===== config.mk =====
export PLATFORM = sky130hd
export DESIGN_NAME = rhythm_slot_regularity_tracker_unit
export DESIGN_NICKNAME = d
export VERILOG_FILES = /design/src/rtl/core/rsrt_pkg.sv /design/src/rtl/core/rsrt_ctrl.sv /design/src/rtl/core/rsrt_datapath.sv /design/src/rtl/core/rhythm_slot_regularity_tracker_unit.sv
export SDC_FILE = /design/constraint.sdc
export NUM_CORES = 1
export LEC_CHECK = 0
export BUFFER_PORTS_ARGS = -buffer_cell sky130_fd_sc_hd__buf_4
export CAP_MARGIN = 5
export CORE_MARGIN = 5
export CORE_UTILIZATION = 40
export DETAILED_ROUTE_END_ITERATION = 10
export PLACE_DENSITY = 0.57
export SLEW_MARGIN = 20
export SYNTH_ARGS = -nofsm -noshare
export SYNTH_HDL_FRONTEND = slang
export SYNTH_SLANG_ARGS = --single-unit

===== constraint.sdc =====
create_clock -name aclk -period 8.9 [get_ports aclk]
set_input_delay 0.89 -clock aclk [delete_from_list [all_inputs] [get_ports aclk]]
set_output_delay 0.89 -clock aclk [all_outputs]
set_load 0.01 [all_outputs]

===== src/rtl/core/rsrt_pkg.sv =====
// rsrt_pkg: constants, payload types and controller/datapath interface types
// for the rhythm slot regularity tracker. No dependencies.
`timescale 1ns / 1ps
`default_nettype none
package rsrt_pkg;

    localparam int SLOT_COUNT = 16;
    localparam int COUNT_BITS = 8;
    localparam int SLOT_W     = $clog2(SLOT_COUNT);
    localparam int SUM_W      = COUNT_BITS + SLOT_W;
    localparam int CNT_W      = SLOT_W + 1;
    localparam int NUM_W      = SUM_W + 1;
    localparam int DEN_W      = CNT_W + 1;
    localparam int DCNT_W     = $clog2(NUM_W + 1);
    localparam int ADD_W      = COUNT_BITS + 9;
    localparam int PROD_W     = 16 + COUNT_BITS;
    localparam int CFG_IDX_W  = 1;

    localparam logic [1:0] REQ_ADD    = 2'd0;
    localparam logic [1:0] REQ_CLEAR  = 2'd1;
    localparam logic [1:0] REQ_SMOOTH = 2'd2;
    localparam logic [1:0] REQ_STEP   = 2'd3;

    localparam logic [1:0] CASE_NONE   = 2'd0;
    localparam logic [1:0] CASE_EMPTY  = 2'd1;
    localparam logic [1:0] CASE_HIT    = 2'd2;
    localparam logic [1:0] CASE_MISSED = 2'd3;

    localparam logic [CFG_IDX_W-1:0] CFG_ACTIVATION = 1'd0;
    localparam logic [CFG_IDX_W-1:0] CFG_RATIO      = 1'd1;

    typedef struct packed {
        logic [1:0] req_type;
        logic [3:0] slot_index;
        logic [7:0] hit_amount;
    } rsrt_in_t;

    typedef struct packed {
        logic [7:0]  smoothed_mean;
        logic [7:0]  raw_mean;
        logic        entry_dismissed;
        logic        is_active;
        logic [15:0] regularity_score;
        logic [1:0]  step_case;
    } rsrt_out_t;

    typedef struct packed {
        logic load;
        logic exec;
        logic sweep1;
        logic sweep2;
        logic div_load;
        logic div_second;
        logic div_step;
        logic fin_raw;
        logic fin_mean;
        logic out_load;
    } rsrt_cmd_t;

    typedef struct packed {
        logic       last;
        logic       div_done;
        logic [1:0] req_type;
    } rsrt_status_t;

endpackage
`default_nettype wire


===== src/rtl/core/rsrt_ctrl.sv =====
// rsrt_ctrl: sequencing state machine for the tracker.
// Depends on rsrt_pkg; drives commands into rsrt_datapath.
`timescale 1ns / 1ps
`default_nettype none
module rsrt_ctrl
    import rsrt_pkg::*;
(
    input  wire logic         aclk,
    input  wire logic         aresetn,
    input  wire logic         s_valid,
    output logic              s_ready,
    output logic              m_valid,
    input  wire logic         m_ready,
    input  wire rsrt_status_t status,
    output rsrt_cmd_t         cmd
);

    localparam logic [3:0] ST_IDLE = 4'd0;
    localparam logic [3:0] ST_EXEC = 4'd1;
    localparam logic [3:0] ST_SWP1 = 4'd2;
    localparam logic [3:0] ST_DLD1 = 4'd3;
    localparam logic [3:0] ST_DIV1 = 4'd4;
    localparam logic [3:0] ST_SWP2 = 4'd5;
    localparam logic [3:0] ST_DLD2 = 4'd6;
    localparam logic [3:0] ST_DIV2 = 4'd7;
    localparam logic [3:0] ST_OUT  = 4'd8;

    logic [3:0] state_reg, state_next;
    logic       m_valid_reg, m_valid_next;
    logic       out_free;

    assign s_ready  = (state_reg == ST_IDLE);
    assign m_valid  = m_valid_reg;
    assign out_free = !m_valid_reg || m_ready;

    always_comb begin
        state_next   = state_reg;
        m_valid_next = m_valid_reg && !m_ready;
        cmd          = '0;
        unique case (state_reg)
            ST_IDLE: begin
                if (s_valid) begin
                    cmd.load   = 1'b1;
                    state_next = ST_EXEC;
                end
            end
            ST_EXEC: begin
                if (status.req_type == REQ_SMOOTH) begin
                    state_next = ST_SWP1;
                end else begin
                    cmd.exec   = 1'b1;
                    state_next = ST_OUT;
                end
            end
            ST_SWP1: begin
                cmd.sweep1 = 1'b1;
                if (status.last) state_next = ST_DLD1;
            end
            ST_DLD1: begin
                cmd.div_load = 1'b1;
                state_next   = ST_DIV1;
            end
            ST_DIV1: begin
                if (status.div_done) begin
                    cmd.fin_raw = 1'b1;
                    state_next  = ST_SWP2;
                end else begin
                    cmd.div_step = 1'b1;
                end
            end
            ST_SWP2: begin
                cmd.sweep2 = 1'b1;
                if (status.last) state_next = ST_DLD2;
            end
            ST_DLD2: begin
                cmd.div_load   = 1'b1;
                cmd.div_second = 1'b1;
                state_next     = ST_DIV2;
            end
            ST_DIV2: begin
                if (status.div_done) begin
                    cmd.fin_mean = 1'b1;
                    state_next   = ST_OUT;
                end else begin
                    cmd.div_step = 1'b1;
                end
            end
            ST_OUT: begin
                if (out_free) begin
                    cmd.out_load = 1'b1;
                    m_valid_next = 1'b1;
                    state_next   = ST_IDLE;
                end
            end
            default: begin
                state_next = ST_IDLE;
            end
        endcase
    end

    always_ff @(posedge aclk) begin
        if (!aresetn) begin
            state_reg   <= ST_IDLE;
            m_valid_reg <= 1'b0;
        end else begin
            state_reg   <= state_next;
            m_valid_reg <= m_valid_next;
        end
    end

endmodule
`default_nettype wire


===== src/rtl/core/rsrt_datapath.sv =====
// rsrt_datapath: slot histogram, reference copy, score, config registers,
// sweep accumulators, shared iterative divider and output register. Uses rsrt_pkg.
`timescale 1ns / 1ps
`default_nettype none
module rsrt_datapath
    import rsrt_pkg::*;
(
    input  wire logic                 aclk,
    input  wire logic                 aresetn,
    input  wire rsrt_in_t             s_data,
    input  wire logic                 cfg_we,
    input  wire logic [CFG_IDX_W-1:0] cfg_index,
    input  wire logic [15:0]          cfg_data,
    input  wire rsrt_cmd_t            cmd,
    output rsrt_status_t              status,
    output rsrt_out_t                 m_data
);

    localparam logic [COUNT_BITS-1:0] SLOT_MAX = {COUNT_BITS{1'b1}};
    localparam logic [SLOT_W-1:0]     LAST_IX  = SLOT_W'(SLOT_COUNT - 1);

    logic [COUNT_BITS-1:0] hit_reg [SLOT_COUNT];
    logic [COUNT_BITS-1:0] ref_reg [SLOT_COUNT];
    logic [7:0]            mean_reg;
    logic [15:0]           score_reg;
    logic [7:0]            act_reg;
    logic [15:0]           lim_reg;
    rsrt_in_t              req_reg;
    logic [SLOT_W-1:0]     addr_reg;
    logic [SUM_W-1:0]      sum_reg;
    logic [CNT_W-1:0]      cnt_reg;
    logic [COUNT_BITS-1:0] peak_reg;
    logic [7:0]            raw_reg;
    logic                  dis_reg;
    logic [1:0]            case_reg;
    logic [NUM_W-1:0]      num_reg;
    logic [DEN_W-1:0]      den_reg;
    logic [DEN_W-1:0]      rem_reg;
    logic [DCNT_W-1:0]     dcnt_reg;
    rsrt_out_t             out_reg;

    logic                  slot_ok;
    logic [SLOT_W-1:0]     slot_ix;
    logic [SLOT_W-1:0]     prev_ix;
    logic                  low_mean;
    logic [SLOT_W-1:0]     ex_ix;
    logic [SLOT_W-1:0]     rd_ix;
    logic [COUNT_BITS-1:0] rd_hit;
    logic [COUNT_BITS-1:0] rd_ref;
    logic [ADD_W-1:0]      add_sum;
    logic [COUNT_BITS-1:0] add_val;
    logic                  kill;
    logic [PROD_W-1:0]     lim_prod;
    logic [DEN_W:0]        div_t;
    logic                  div_bit;
    logic [7:0]            quo_sat;

    assign slot_ok  = 32'(req_reg.slot_index) < SLOT_COUNT;
    assign slot_ix  = SLOT_W'(req_reg.slot_index);
    assign prev_ix  = (slot_ix == '0) ? LAST_IX : slot_ix - 1'b1;
    assign low_mean = mean_reg < act_reg;
    assign ex_ix    = (req_reg.req_type == REQ_STEP && !low_mean) ? prev_ix : slot_ix;
    assign rd_ix    = cmd.exec ? ex_ix : addr_reg;
    assign rd_hit   = hit_reg[rd_ix];
    assign rd_ref   = ref_reg[rd_ix];

    assign add_sum  = ADD_W'(rd_hit) + ADD_W'(req_reg.hit_amount);
    assign add_val  = (add_sum > ADD_W'(SLOT_MAX)) ? SLOT_MAX : add_sum[COUNT_BITS-1:0];

    assign lim_prod = PROD_W'(lim_reg) * PROD_W'(peak_reg);
    assign kill     = (rd_hit != '0)
                   && (((COUNT_BITS + 2)'(rd_hit) * (COUNT_BITS + 2)'(3))
                           < (COUNT_BITS + 2)'(peak_reg)
                       || (PROD_W'(rd_hit) << 8) > lim_prod);

    assign div_t    = {rem_reg, num_reg[NUM_W-1]};
    assign div_bit  = div_t >= (DEN_W + 1)'(den_reg);
    assign quo_sat  = (den_reg == '0) ? 8'd0
                    : (num_reg > NUM_W'(255)) ? 8'd255 : num_reg[7:0];

    assign status.last     = (addr_reg == LAST_IX);
    assign status.div_done = (dcnt_reg == '0);
    assign status.req_type = req_reg.req_type;
    assign m_data          = out_reg;

    always_ff @(posedge aclk) begin
        if (!aresetn) begin
            for (int i = 0; i < SLOT_COUNT; i++) begin
                hit_reg[i] <= '0;
                ref_reg[i] <= '0;
            end
            mean_reg  <= '0;
            score_reg <= '0;
            act_reg   <= 8'd4;
            lim_reg   <= 16'hFFFF;
        end else begin
            if (cfg_we) begin
                unique case (cfg_index)
                    CFG_ACTIVATION: act_reg <= cfg_data[7:0];
                    CFG_RATIO:      lim_reg <= cfg_data;
                    default: ;
                endcase
            end
            if (cmd.exec) begin
                unique case (req_reg.req_type)
                    REQ_ADD: begin
                        if (slot_ok) hit_reg[rd_ix] <= add_val;
                    end
                    REQ_CLEAR: begin
                        for (int i = 0; i < SLOT_COUNT; i++) hit_reg[i] <= '0;
                    end
                    REQ_STEP: begin
                        if (slot_ok) begin
                            ref_reg[rd_ix] <= rd_hit;
                            if (!low_mean) begin
                                if ((rd_hit == '0 && rd_ref == '0) || rd_hit > rd_ref) begin
                                    if (score_reg != 16'hFFFF) score_reg <= score_reg + 1'b1;
                                end else if (rd_hit != '0) begin
                                    if (score_reg != '0) score_reg <= score_reg - 1'b1;
                                end
                            end
                        end
                    end
                    default: ;
                endcase
            end
            if (cmd.sweep2 && kill) hit_reg[rd_ix] <= '0;
            if (cmd.fin_mean) mean_reg <= quo_sat;
        end
    end

    always_ff @(posedge aclk) begin
        if (cmd.load) begin
            req_reg  <= s_data;
            addr_reg <= '0;
            sum_reg  <= '0;
            cnt_reg  <= '0;
            peak_reg <= '0;
            raw_reg  <= '0;
            dis_reg  <= 1'b0;
            case_reg <= CASE_NONE;
            dcnt_reg <= '0;
        end
        if (cmd.exec && req_reg.req_type == REQ_STEP && slot_ok && !low_mean) begin
            priority if (rd_hit == '0 && rd_ref == '0) begin
                case_reg <= CASE_EMPTY;
            end else if (rd_hit != '0 && rd_hit > rd_ref) begin
                case_reg <= CASE_HIT;
            end else if (rd_hit != '0) begin
                case_reg <= CASE_MISSED;
            end else begin
                case_reg <= CASE_NONE;
            end
        end
        if (cmd.sweep1) begin
            addr_reg <= addr_reg + 1'b1;
            if (rd_hit != '0) begin
                cnt_reg <= cnt_reg + 1'b1;
                sum_reg <= sum_reg + SUM_W'(rd_hit);
                if (rd_hit > peak_reg) peak_reg <= rd_hit;
            end
        end
        if (cmd.sweep2) begin
            addr_reg <= addr_reg + 1'b1;
            if (kill) begin
                dis_reg <= 1'b1;
            end else if (rd_hit != '0) begin
                cnt_reg <= cnt_reg + 1'b1;
                sum_reg <= sum_reg + SUM_W'(rd_hit);
            end
        end
        if (cmd.div_load) begin
            if (cmd.div_second) begin
                num_reg <= {sum_reg, 1'b0} + NUM_W'(cnt_reg);
                den_reg <= {cnt_reg, 1'b0};
            end else begin
                num_reg <= NUM_W'(sum_reg);
                den_reg <= DEN_W'(cnt_reg);
            end
            rem_reg  <= '0;
            dcnt_reg <= DCNT_W'(NUM_W);
            sum_reg  <= '0;
            cnt_reg  <= '0;
            addr_reg <= '0;
        end
        if (cmd.div_step) begin
            rem_reg  <= div_bit ? DEN_W'(div_t - (DEN_W + 1)'(den_reg)) : div_t[DEN_W-1:0];
            num_reg  <= {num_reg[NUM_W-2:0], div_bit};
            dcnt_reg <= dcnt_reg - 1'b1;
        end
        if (cmd.fin_raw) raw_reg <= quo_sat;
        if (cmd.out_load) begin
            out_reg.smoothed_mean    <= mean_reg;
            out_reg.raw_mean         <= raw_reg;
            out_reg.entry_dismissed  <= dis_reg;
            out_reg.is_active        <= mean_reg > act_reg;
            out_reg.regularity_score <= score_reg;
            out_reg.step_case        <= case_reg;
        end
    end

endmodule
`default_nettype wire


===== src/rtl/core/rhythm_slot_regularity_tracker_unit.sv =====
// rhythm_slot_regularity_tracker_unit: top level, joins rsrt_ctrl and rsrt_datapath.
// Depends on rsrt_pkg, rsrt_ctrl, rsrt_datapath.
//
// Usage:
//   s_valid/s_ready/s_data carry one request (add hits, clear, smooth, step).
//   m_valid/m_ready/m_data return exactly one result per request.
//   cfg_valid/cfg_ready/cfg_index/cfg_data write activation level (index 0)
//   or ratio limit (index 1); cfg_ready is always high, write only when idle.
//   Add, clear and step go from accept through the EXEC and OUT states to m_valid.
//   Smooth makes two 16-slot sweeps through one histogram read port, each
//   followed by a 13-step restoring divide, first for the raw mean and then
//   for the smoothed mean.
//   One request is processed at a time; s_ready is high only while idle.
//   The result sits in an output register, so a new request is accepted
//   while the previous result waits; if the receiver stalls, the next
//   result waits in the controller until the output register frees.
//   Reset (aresetn low, synchronous) clears histogram, reference, mean and
//   score, sets activation level 4 and ratio limit 65535, drops m_valid.
`timescale 1ns / 1ps
`default_nettype none
module rhythm_slot_regularity_tracker_unit
    import rsrt_pkg::*;
(
    input  wire logic                 aclk,
    input  wire logic                 aresetn,
    input  wire logic                 s_valid,
    output logic                      s_ready,
    input  wire rsrt_in_t             s_data,
    output logic                      m_valid,
    input  wire logic                 m_ready,
    output rsrt_out_t                 m_data,
    input  wire logic                 cfg_valid,
    output logic                      cfg_ready,
    input  wire logic [CFG_IDX_W-1:0] cfg_index,
    input  wire logic [15:0]          cfg_data
);

    rsrt_cmd_t    cmd;
    rsrt_status_t status;

    assign cfg_ready = 1'b1;

    rsrt_ctrl u_ctrl (
        .aclk    (aclk),
        .aresetn (aresetn),
        .s_valid (s_valid),
        .s_ready (s_ready),
        .m_valid (m_valid),
        .m_ready (m_ready),
        .status  (status),
        .cmd     (cmd)
    );

    rsrt_datapath u_datapath (
        .aclk      (aclk),
        .aresetn   (aresetn),
        .s_data    (s_data),
        .cfg_we    (cfg_valid),
        .cfg_index (cfg_index),
        .cfg_data  (cfg_data),
        .cmd       (cmd),
        .status    (status),
        .m_data    (m_data)
    );

endmodule
`default_nettype wire


==> metrics.cfg, run 1 <==
[yosys]
synth_flop_cell = edfxtp_1
synth_area_mm2 = 0.02556
seq_area_frac_synth_pct = 47.03
synth_cell_types = 73
yosys_warnings = 0
synth_edf_count = 345
ys_ff_latch = 428
avgSynthCellArea_um2 = 9.707
async_reset_ff_share_pct = 0
postSynthCellCount = 2633
synth_fp_nets = 2899

[detailed_routing]
wl_per_cell_um = 19.42
vias = 19202
drtIter0Drc = 1646
drc = 0
totalWireLength_mm = 69.42
final_antenna_net_count = 0
detail_route.first_pass.iterations = 7
vias_per_cell = 5.371

[power_and_ir_drop]
power_uw = 11130
internal-power_uw = 5891
switching_share_pct = 47.07
p_comb_share_pct = 58.7
pwr-share-clk_pct = 17.8
ir_drop_mv = 0.3075
powerDensity_mw_per_mm2 = 386.9
p_leak_uw = 0.01184
p_sw_uw = 5238
seqPwrFrac_pct = 23.5

[die]
initial_core_util_pct = 40.45
rows = 92
die_w_um = 262.8
pin_count = 75
core_mm2 = 0.06320
die_h_um = 262.8
die_area_mm2 = 0.06905

[final_layout]
nets = 2957
design_area_mm2 = 0.02876
antenna_cells = 0
area_delta_synth_final_pct = 12.53
drive_above_1_share_pct = 8.904
fillers = 6000

[timing]
tightestPinTransition_ps = 1071
fmax_mhz = 118.1
post-route-period-util_pct = 95.10
rsz0062_at_grt = no
fin_crit_ps = 8464
setup_tns_ps = 0
relSlewSlack_pct = 28.41
setup_violations = 0
drv_slew = 0
setup_slack_ps = 435.8
whs_ps = 410.0
fin_worst_skew_ps = 27.76
finalHoldViolCount = 0

[clocking]
cts_max_level = 2
clkLatencyLatePin_ps = 590
holdBufCountCts = 0
cts_buffers = 49
clockBufferDepth = 3
cts.sinks = 428
clkTransAtPathRegs_ps = 60
cts_tree = built
root_buffer = clkbuf_16

[placement]
dp_slack_ps = 418.1
dpl-instance-area_mm2 = 0.02716
place.gp.congestion = 0.8882
io_buffers = 73
dp_hpwl_mm = 50.27

[grt]
grt_pass1_vias = 19204
grt_pass1_wl_mm = 109.4
antenna_found_initial = 0
grt_max_degree = 99
grt_usage_pct = 19.68
grt.overflow.total = 0

[worst_setup_path]
worstSetupStartpointType = flop
required_ps = 9210
arrival_ps = 8770
cp_slowest_cell = dfxtp_1
criticalPathCategory = reg2reg
critPathCaptureType = flop
path_max_fanout = 18
slowest_delay_ps = 840

[outcome]
outcome = complete, no violations

[min_path]
hp-class = reg2reg

[job]
timing.max_cap.violations = 0

[kinds of logic after synthesis]
kind of cell,Yosys count,synth area share [%]
flops,428,47.03
other cells,1,0.01467
mux,76,2.996
buf+inv,298,4.601
fa+ha+maj,230,13.90
compound gates,362,8.924
xor+xnor,54,1.850
simple gates,1184,20.68
[layer usage]
layer | GRT usage (%) | wire, µm | vias to the layer above
li1 | - | - | 9123
met1 | 27.84 | 31410 | 9405
met2 | 31.63 | 31980 | 564
met3 | 2.603 | 3927 | 110
met4 | 6.331 | 2096 | 0
met5 | 0 | 0 | -
[layout by cell type (no fill, tap or decap), types with 80 or more instances in the layout]
master and instances:
fa_1 90, edfxtp_1 345, ha_1 140, dfxtp_1 80
and2_1 116, a21oi_1 112, nor2_1 400, o21ai_0 90
buf_4 120, nand2_1 393, inv_1 179, nand3_1 133
[critical path: cells and delay by family, from the launching register on]
kind,cells,cell delay [ps]
AOI/OAI and AO/OA,11,2700
xor gates and xnor gates,1,320
and+or+nand+nor,8,1130
buffers and inverters,4,440
DFF,1,840
adders and majority gates,6,2750
[final cells by class]
| cell class | instances | area, µm² | share of cell area (%) |
|---|---|---|---|
| tap | 846 | 1059 | 3.680 |
| sequential | 428 | 12030 | 41.81 |
| timing repair buffer | 124 | 988.4 | 3.437 |
| inverter | 181 | 679.4 | 2.362 |
| clock inverter | 28 | 261.5 | 0.9092 |
| multi-input combinational | 1907 | 12450 | 43.28 |
| clock buffer | 61 | 1301 | 4.524 |
[metrics by stage]
| stage | utilization, % | std cells |
|---|---|---|
| after floorplan | - | 2633 |
| after global placement | 42.94 | 3483 |
| after detailed placement | 42.98 | 3484 |
| after CTS | 45.45 | 3573 |
| after global routing | 45.51 | 3575 |
| final | 45.51 | 3575 |
[power by group through the flow]
stage / Combinational [µW] / Sequential (µW) / Clock [µW]
floorplan: 4510 / 2540 / 0
global placement: 6310 / 2650 / 0
detailed placement: 6440 / 2650 / 0
CTS: 6480 / 2610 / 2030
global route: 7250 / 2630 / 2100
finish: 6530 / 2610 / 1980
[synth_stat cells (all sizes together) (9+ instances only)]
cell	count	share of area, %
o21ai	103	2.0
a32o	14	0.55
o211ai	15	0.44
nand4	18	0.44
mux2i	72	2.8
fa	90	7.0
xnor2	30	1.0
clkbuf	90	1.3
nand3	134	2.6
xor2	24	0.82
inv	181	2.7
nor2	403	5.9
dfxtp	83	6.5
and2	117	2.9
nor4	11	0.27
nand2	397	5.8
a21oi	112	2.2
buf	27	0.62
ha	140	6.9
edfxtp	345	41
or3	9	0.22
and3	12	0.29
a21o	23	0.68
nor3	15	0.29
o21bai	20	0.59
nor2b	26	0.64
nand2b	19	0.47
[final timing paths]
path	start	endpoint	slack [ps]	cells after the start
setup reg to reg	u_datapath.peak_reg[3]	u_datapath.hit_reg[12][1]	440	30
hold reg to reg	u_datapath.case_reg[1]	u_datapath.m_data[1]	410	0
hold / removal	u_datapath.case_reg[1]	u_datapath.m_data[1]	410	0
setup / recovery	u_datapath.peak_reg[3]	u_datapath.hit_reg[12][1]	440	30
[what timing repair did]
action	in CTS	in global routing
setup buffers	0	2
endpoints found under the setup margin	0	12
gates resized for setup	0	5
No activity file was read; power rests on OpenSTA's default activity.
==> run 2, diff against run 1 <==
--- a/config.mk
+++ b/config.mk
@@ -5,12 +5,12 @@
 export SDC_FILE = /design/constraint.sdc
 export NUM_CORES = 1
 export LEC_CHECK = 0
-export BUFFER_PORTS_ARGS = -buffer_cell sky130_fd_sc_hd__buf_4
 export CAP_MARGIN = 5
 export CORE_MARGIN = 5
-export CORE_UTILIZATION = 40
+export CORE_UTILIZATION = 35
 export DETAILED_ROUTE_END_ITERATION = 10
-export PLACE_DENSITY = 0.57
+export DONT_BUFFER_PORTS = 1
+export PLACE_DENSITY = 0.51
 export SLEW_MARGIN = 20
 export SYNTH_ARGS = -nofsm -noshare
 export SYNTH_HDL_FRONTEND = slang
==> run 2 against run 1 <==
  * Critical path depth fell by 2
  * Final cell count grew 1.3%
  * Utilization shrank 6.3 points
  * Non-clock buffer count fell by 73
  * Total power is 0.20% higher
  * Die area rose by 14%
  * Largest cell class unchanged
  * Largest power group unchanged
==> metrics.cfg, run 2 (synthesis results as in run 1) <==
[outcome]
outcome = complete, no violations

[die]
pin_count = 75  ; unchanged
die_area_mm2 = 0.07853  ; +14%
rows = 99  ; +7.6%
die_h_um = 280.2  ; +6.6%
initial_core_util_pct = 35.15  ; -5.3 points
die_w_um = 280.2  ; +6.6%
core_mm2 = 0.07271  ; +15%

[detailed_routing]
detail_route.first_pass.iterations = 5  ; -2
drtIter0Drc = 1465  ; -11%
vias = 18993  ; -1.1%
final_antenna_net_count = 0  ; unchanged
drc = 0  ; unchanged
totalWireLength_mm = 70.78  ; +2.0%
wl_per_cell_um = 19.55  ; +0.66%
vias_per_cell = 5.245  ; -2.3%

[final_layout]
fillers = 7218  ; +20%
design_area_mm2 = 0.02851  ; -0.87%
drive_above_1_share_pct = 6.499  ; -2.4 points
layout_common_cells = nor2_1 (400), nand2_1 (393), edfxtp_1 (345)
nets = 2887  ; -2.4%
antenna_cells = 0  ; unchanged
area_delta_synth_final_pct = 11.55
final_cells = 3621  ; +1.3%
layout_commonest_cell = nor2_1

[worst_setup_path]
criticalPathCategory = reg2reg
crit_start = u_ctrl.state_reg[0]
rr_startpoint = u_ctrl.state_reg[0]
cp_slowest_cell = or4_1
cpMostUsedCell = o21ai_0
cp_top_family = compound AO/OA/AOI/OAI gates
critPathBufInv = 3  ; -1
required_ps = 9440  ; +230 ps
critPathCaptureType = flop
slowest_delay_ps = 720  ; -120 ps
worstSetupStartpointType = flop
arrival_ps = 8850  ; +80 ps
path_max_fanout = 26  ; +8

[placement]
dpl-instance-area_mm2 = 0.02674  ; -1.6%
dp_hpwl_mm = 49.62  ; -1.3%
dp_slack_ps = 466.6  ; +48.46 ps
place_inst = 3525  ; +1.2%
place.gp.congestion = 0.8550  ; -3.7%
io_buffers = 0  ; -100%

[grt]
grt.overflow.total = 0  ; unchanged
grt_pass1_wl_mm = 109.8  ; +0.34%
grt_pass1_vias = 18928  ; -1.4%
grt_usage_pct = 17.62  ; -2.1 points
antenna_found_initial = 0  ; unchanged
grt_max_degree = 99  ; unchanged

[timing]
fin_crit_ps = 8312  ; -152.4 ps
post-route-period-util_pct = 93.39  ; -1.7 points
finalHoldViolCount = 0  ; unchanged
fmax_mhz = 120.3  ; +1.8%
relSlewSlack_pct = 29.40  ; +1.0 points
whs_ps = 379.6  ; -30.40 ps
fin_worst_skew_ps = 32.79  ; +5.026 ps
rsz0062_at_grt = no
tightestPinTransition_ps = 1055  ; -16.28 ps
setup_slack_ps = 588.2  ; +152.4 ps
setup_violations = 0  ; unchanged
setup_tns_ps = 0  ; unchanged
drv_slew = 0  ; unchanged

[power_and_ir_drop]
powerDensity_mw_per_mm2 = 391.1  ; +1.1%
ir_drop_mv = 0.2481  ; -19%
p_leak_uw = 0.01154  ; -2.5%

[clocking]
cts.sinks = 428  ; unchanged
post_cts_buffers = 0  ; unchanged
clkLatencyLatePin_ps = 610  ; +20 ps
clockBufferDepth = 3  ; unchanged
cts.repair.resized = 0  ; unchanged
cts_max_level = 2  ; unchanged
holdBufCountCts = 0  ; unchanged
cts_tree = built
cts_buffers = 50  ; +2.0%
clkTransAtPathRegs_ps = 60  ; about the same
root_buffer = clkbuf_16

[job]
timing.max_cap.violations = 0  ; unchanged

[min_path]
hp-class = in2reg
worstHoldStart = s_data[2]

run 2: layout make-up:
cell class	instances	area [µm²]	area share (%)
Inverter	181	679.4	2.383
Sequential cell	428	12020	42.16
Clock buffer	58	1303	4.568
Timing Repair Buffer	51	427.9	1.501
Multi-Input combinational cell	1909	12490	43.82
Tap cell	959	1200	4.209
Clock inverter	35	385.4	1.352
run 2: worst reg2reg max path, delay by kind of cell, from the launching register on:
kind                     cells  cell delay, ps
AO/OA/AOI/OAI               15            3440
buffers and inverters        3            1100
flip-flops                   1             620
adder cells (fa/ha/maj)      2             570
AND/OR/NAND/NOR              8            2520
run 2: path summary, 6_finish.rpt:
kind | end | slack, ps | cells past startpoint
worst min-delay path | u_datapath.req_reg[2] | 380 | 0
worst min register to register | u_datapath.m_data[25] | 420 | 0
worst max-delay path | u_datapath.score_reg[15] | 590 | 28
worst max register to register | u_datapath.score_reg[15] | 590 | 28
run 2: through the flow:
step / power, µW / utilization (%)
3_3_place_gp: 8891 / 36.77
2_1_floorplan: 7048 / -
3_5_place_dp: 9022 / 36.77
4_1_cts: 11200 / 39.09
5_1_grt: 12120 / 39.21
6_report: 11150 / 39.21
run 2: layer usage:
| metal | wire length, µm | vias to the layer above | GRT usage (%) |
|---|---|---|---|
| met5 | 0 | - | 0 |
| met2 | 33440 | 517 | 29.34 |
| met4 | 1684 | 0 | 4.592 |
| met1 | 31670 | 9358 | 24.37 |
| met3 | 3984 | 101 | 2.455 |
| li1 | - | 9017 | - |
run 2: power by group:
part	total, µW	leakage [µW]	internal, µW	switching, µW
clock	2120	0.000817	1260	861
sequential	2620	0.00418	2410	211
combinational	6410	0.00655	2310	4100
